### config.mk
export PLATFORM = sky130hd
export DESIGN_NAME = qbds_lane
export DESIGN_NICKNAME = d
export VERILOG_FILES = /design/src/hdl/qbds_pkg.sv /design/src/hdl/qbds_lane.sv
export SDC_FILE = /design/constraint.sdc
export NUM_CORES = 1
export LEC_CHECK = 0
export ABC_AREA = 1
export BUFFER_PORTS_ARGS = -buffer_cell sky130_fd_sc_hd__buf_4
export CORE_AREA = 2 2 221 223
export CTS_BUF_LIST = sky130_fd_sc_hd__clkbuf_8
export DETAILED_ROUTE_END_ITERATION = 10
export DIE_AREA = 0 0 223 225
export GPL_TIMING_DRIVEN = 0
export HOLD_SLACK_MARGIN = 0.05
export PLACE_DENSITY_LB_ADDON = 0.25
export SLEW_MARGIN = 20
export SYNTH_ARGS = -nofsm -noshare
export SYNTH_HDL_FRONTEND = slang
export SYNTH_SLANG_ARGS = --single-unit
### constraint.sdc
create_clock -name clk -period 4.5 [get_ports clk]
set_clock_uncertainty 0.1 [all_clocks]
set_input_delay 1.35 -clock clk [delete_from_list [all_inputs] [get_ports clk]]
set_output_delay 1.35 -clock clk [all_outputs]
set_load 0.1 [all_outputs]
### src/hdl/qbds_pkg.sv
package qbds_pkg;

  localparam int LANES      = 32;
  localparam int HALF_LANES = 16;
  localparam int NIB_LEVELS = 16;
  localparam int NIB_W      = 4;
  localparam int LUT_W      = 32;
  localparam int SUM_W      = 48;
  localparam int DIST_W     = 64;
  localparam int ROW_ID_W   = 48;
  localparam int QN_W       = 48;
  localparam int DIM_IN_W   = 10;
  localparam int LVL_IN_W   = 4;
  localparam int LANE_W     = 5;
  localparam int CODE_W     = 64;
  localparam int CFG_W      = 64;
  localparam int PADDR_W    = 4;

  localparam int MAX_DIMS_DEF = 1024;
  localparam int LEVELS_DEF   = 16;

  localparam logic [1:0] REQ_LUT = 2'd0;
  localparam logic [1:0] REQ_ROW = 2'd1;
  localparam logic [1:0] REQ_FIN = 2'd2;

  localparam logic [1:0] MODE_IP    = 2'd0;
  localparam logic [1:0] MODE_COS   = 2'd1;
  localparam logic [1:0] MODE_RESET = 2'd2;

  localparam logic REG_METRIC = 1'b0;
  localparam logic REG_QNORM  = 1'b1;

  typedef logic [NIB_LEVELS-1:0][LUT_W-1:0] lut_row_t;
  typedef logic [LANES-1:0][SUM_W-1:0]      sum_vec_t;

  typedef struct packed {
    logic add;
    logic clr;
  } row_ctl_t;

endpackage

### src/hdl/qbds_lane.sv
module qbds_lane #(
  parameter int LEVELS = qbds_pkg::LEVELS_DEF
) (
  input  logic                         clk,
  input  logic                         rst,
  input  qbds_pkg::row_ctl_t           ctl,
  input  logic [qbds_pkg::NIB_W-1:0]   nib,
  input  qbds_pkg::lut_row_t           entries,
  output logic [qbds_pkg::SUM_W-1:0]   sum
);
  import qbds_pkg::*;

  logic [LUT_W-1:0] entry;
  logic [SUM_W-1:0] addend;
  logic [SUM_W-1:0] base;
  logic             hit;

  assign entry  = entries[nib];
  assign addend = {{(SUM_W-LUT_W){entry[LUT_W-1]}}, entry};
  assign hit    = ({1'b0, nib} < (NIB_W+1)'(LEVELS));
  assign base   = ctl.clr ? '0 : sum;

  always_ff @(posedge clk) begin
    if (rst) begin
      sum <= '0;
    end else if (ctl.add && hit) begin
      sum <= base + addend;
    end else if (ctl.clr) begin
      sum <= '0;
    end
  end

endmodule

# == After elaboration in Yosys (flattened, before gate mapping) ==
# Index checks and enable logic that the tools add are counted.
# totals
word_cells,7
ramBits,0
latchBits,0
mem_count,0
regBits,48
rom_bits,0
output_inout_bits,48
# classes
n_reduce_logical,0
eq_ne,0
muxes,4
add_sub_neg,1
mul,0
order_cmp,1
shift,0
bitwise,0
div_mod_pow,0
# op_table
op,count
32-bit binary-select mux with 4-bit select,1
48-bit two-way mux,2
48-bit adder,1
32-bit two-way mux,1
"4-bit by 5-bit < comparator with 1-bit output, second input constant",1

# == Logic depth before layout (Yosys ltp) ==
# logic_depth
ltp_word,4
ltp_mapped,23
ltp_nobuf,20

# == Worst setup path after synthesis ==
# OpenSTA, ideal clock, no wires.
# synth_timing
path_kind,input to register
from,input port nib[2] (netlist bit)
to,register sum[28] (netlist bit)
t_required_ns,4.285
cell_stages,19
setup_slack_ns,0.546
arrival_time_ns,3.738
path_buffers,3
path_cell_list,clkbuf_1 -> clkbuf_1 -> clkbuf_1 -> o221ai_1 -> nand3_1 -> nand2_1 -> ha_1 -> inv_1 -> fa_1 -> nor2_1 -> or2_2 -> nand2_1 -> nand2_1 -> nand3_1 -> nand2_1 -> nand2_1 -> nand2_1 -> o21ai_0 -> inv_1
# synth_between
elab_chain_len,4
# synth_lines
item,line,rtl
start: declaration,qbds_lane.sv:7,"input logic [qbds_pkg::NIB_W-1:0] nib,"
32-bit binary-select mux with 4-bit select,qbds_lane.sv:18,assign entry = entries[nib];
32-bit two-way mux (implied by the code),qbds_lane.sv:18,
48-bit adder,qbds_lane.sv:27,sum <= base + addend;
48-bit two-way mux,qbds_lane.sv:26,end else if (ctl.add && hit) begin
end signal: assignment,qbds_lane.sv:27,
end: declaration,qbds_lane.sv:9,output logic [qbds_pkg::SUM_W-1:0] sum
# No other way between the ends. The select of a mux whose other input is x is not followed.
# A chain may end at the register's enable or synchronous reset.

# == Final worst setup path ==
# layout_timing
from,input port nib[0] (netlist bit)
to,register sum[28] (netlist bit)
# The elaborated chain is that of the path after synthesis.

==> impl_metrics.csv <==
group,metric,value,unit
timing,period_minus_slack,4.42,ns
yosys,syn-instance-count,2047,
setup_path,crit_path_end_kind,"register",
setup_path,path_buf_inv,8,
yosys,yosys.area_share.simple,37.0,%
route,top_layer,"met5",
hold_path,min_from,"sum[0]",
clocking,clock_latency,0.35,ns
timing,maxClockFrequency,226,MHz
layout,postLayoutCellArea,16400,um2
die,ios,568,
clocking,clock_sinks,48,
layout,layout-drive-gt1-share,29.7,%
route,finalWirelength,88600,um
timing,slew_headroom,48.0,%
layout,regMostFlops,"sum",
route,wl_met2,43400,um
layout,final_common_cell,"buf_4",
die,die_h,225,um
setup_path,critPathLaunch,"nib[0]",
clocking,hold_buffers,0,
layout,largest_register_ffs,48,
setup_path,cp_data_arrival_time,4.57,ns
global_routing,grt.overflow.total,0,
route,ant_nets,0,
timing,fin_hold_ws,0.483,ns
yosys,synthTopCellsByArea,"nand2_1 (17%), o21ai_0 (14%), nor2_1 (13%), inv_1 (11%), dfxtp_1 (9.2%)",
global_routing,grt_max_degree,18,
clocking,root_buffer,"clkbuf_8",
yosys,synth.avg_cell_area,5.12,um2
die,die_w,223,um
placed_design,place_area,15500,um2
clocking,cts_tree,"done",
run_status,outcome,"finished clean",
setup_path,cpMostUsedCell,"nand2_1",
clocking,cts_buffer_depth,2,
layout,area_growth,56.8,%
setup_path,slowest_stage,"o221ai_2",
setup_path,crit_type,"input pin to register",
pwr,p_leak,8.75,nW
route,remaining_drc_errors,0,
route,drt-vias-per-instance,5.15,
global_routing,antenna_found_initial,27,
yosys,synthXorXnorAreaFrac,1.92,%
clocking,path_clk_slew,0.10,ns
layout,layout_common_cells,"buf_4 (581), nand2_1 (471), nor2_1 (326)",
yosys,yosysSeqAreaShare,9.17,%
die,dieArea,50200,um2
layout,final_net_count,3191,
pwr,ir_worst_vdd,0.131,mV
setup_path,crit_path_max_fanout,10,
layout,fin_util,34.6,%
route,routed-wl-met3,5560,um
run,maxCapViolCount,0,
timing,finalSetupTns,0,ns
layout,largest_registers,"sum x48",
route,via_count,16800,
yosys,ys_dominant_reg_cell,"dfxtp_1",
pwr,power.density,181,nW/um2
hold_path,hold_class,"register to register",
route,drtIter0Drc,1685,
yosys,async_flop_share,0,%
timing,fin_crit_sh,98.2,%
setup_path,cp_top_family,"buffers and inverters",
yosys,synth.distinct_cells,35,
placed_design,numPortBuffers,563,
global_routing,grt_usage,33.7,%
timing,tightest_slew,0.780,ns
placed_design,place.gp.congestion,0.993,
yosys,synth_compound_area_share,29.9,%
yosys,synth_fa_ha_area_share,5.80,%
yosys,synth-seq-cells,48,
route,wire_per_inst,27.2,um
timing,final_hold_viol_count,0,
route,wl_met1,36100,um
global_routing,grt_pass1_vias,16000,
timing,fin_ws,0.0807,ns
yosys,syn_area,10500,um2
yosys,synth_top_cell_by_area,"nand2_1",
global_routing,grt_pass1_wl,120000,um
setup_path,reg2reg_from,"sum[0]",
setup_path,worstPathRequired,4.65,ns
route,drt_first_pass_iters,5,
clocking,cts_buffers,5,
yosys,synthMuxAreaShare,0,%
setup_path,path_cells,"buf_6, inv_2, buf_8, buf_8, clkbuf_4, o21ai_0, o221ai_2, o211ai_1, nand2_1, ha_1, nand2_1, nor2_1, inv_1, nor2_2, nand2_1, nand2_1, inv_1, nand2_1, nor2_1, o21ai_0, inv_1",
timing,setup_viol,0,
timing,slew_violations,0,
die,start_util,22.0,%
placed_design,dpl.hpwl,76300,um
setup_path,max_stage_delay,0.35,ns
yosys,yosysTopAreaCellShare,17.4,%
yosys,syn_nets,2615,
clocking,htree_levels,2,
yosys,yosysWarnings,0,
die,core_area,47500,um2
setup_path,start_kind,"input pin",
die,rows,80,
placed_design,pre_cts_slack,-1.39,ns
yosys,synth_edf_count,0,
yosys,synth_top_family_by_area,"simple AND/OR/NAND/NOR gates",
==> cell usage after synthesis (all sizes together) (41+ instances only) <==
cell type	count
a21oi	79
buf	41
clkbuf	83
dfxtp	48
ha	47
inv	301
nand2	490
nand3	96
nor2	355
o21ai	285
o221ai	92
==> layout make-up <==
class	instances	area [um2]
multi-input cells	1572	8330
well taps	615	769
plain buffers	124	825
fillers	5439	31100
flip-flops and latches	48	961
inverters	303	1140
clock buffers	5	68.8
repair buffers	569	4280
clock inverters	3	16.3
diodes	22	55.1
==> metrics by stage <==
step	total power (W)	std cells
floorplan	0.00162	2047
global placement	0.00254	3225
detailed placement	0.00254	3225
CTS	0.00289	3234
global route	0.00315	3260
finish	0.00298	3261
==> path summary, 6_finish.rpt <==
path | endpoint | depth (start not counted) | slack, ns
max | sum[28] | 21 | 0.08
min | sum[0] | 2 | 0.48
max reg2reg | sum[40] | 15 | 1.97
min reg2reg | sum[0] | 2 | 0.48
==> power by group <==
| group | internal, W | switching, W | leakage (nW) |
|---|---|---|---|
| logic | 0.000768 | 0.00142 | 8.30 |
| registers | 0.000465 | 0.0000348 | 0.398 |
| clock network | 0.000107 | 0.000184 | 0.0509 |
==> worst min-delay path, cell delays in order (launching register included) <==
cell	delay, ns
dfxtp_1	0.36
nand2_1	0.11
a21oi_1	0.08
==> metal layers <==
| layer | up-vias | track usage, % |
|---|---|---|
| met5 | - | 0 |
| met4 | 8 | 14.4 |
| met3 | 143 | 5.35 |
| met2 | 780 | 58.7 |
| met1 | 7975 | 40.9 |
| li1 | 7889 | - |
==> timing repair <==
item / CTS / global route
gates resized for setup: 117 / 165
setup endpoints to repair: 47 / 36
endpoints found under the hold margin: 0 / 0
buffers inserted: 1 / 5
pin swaps: 9 / 24
cloned: 0 / 0
==> logic make-up (layout without fill, tap and decap cells) <==
family | count (synthesis) | in the layout
AND/OR/NAND/NOR | 972 | 972
AO/OA/AOI/OAI | 529 | 529
buffers and inverters | 427 | 1004
adder cells (fa/ha/maj) | 48 | 48
flip-flops | 48 | 48
XOR/XNOR | 23 | 23
other | 0 | 22
Note: power is estimated with default switching activity, not from simulation.
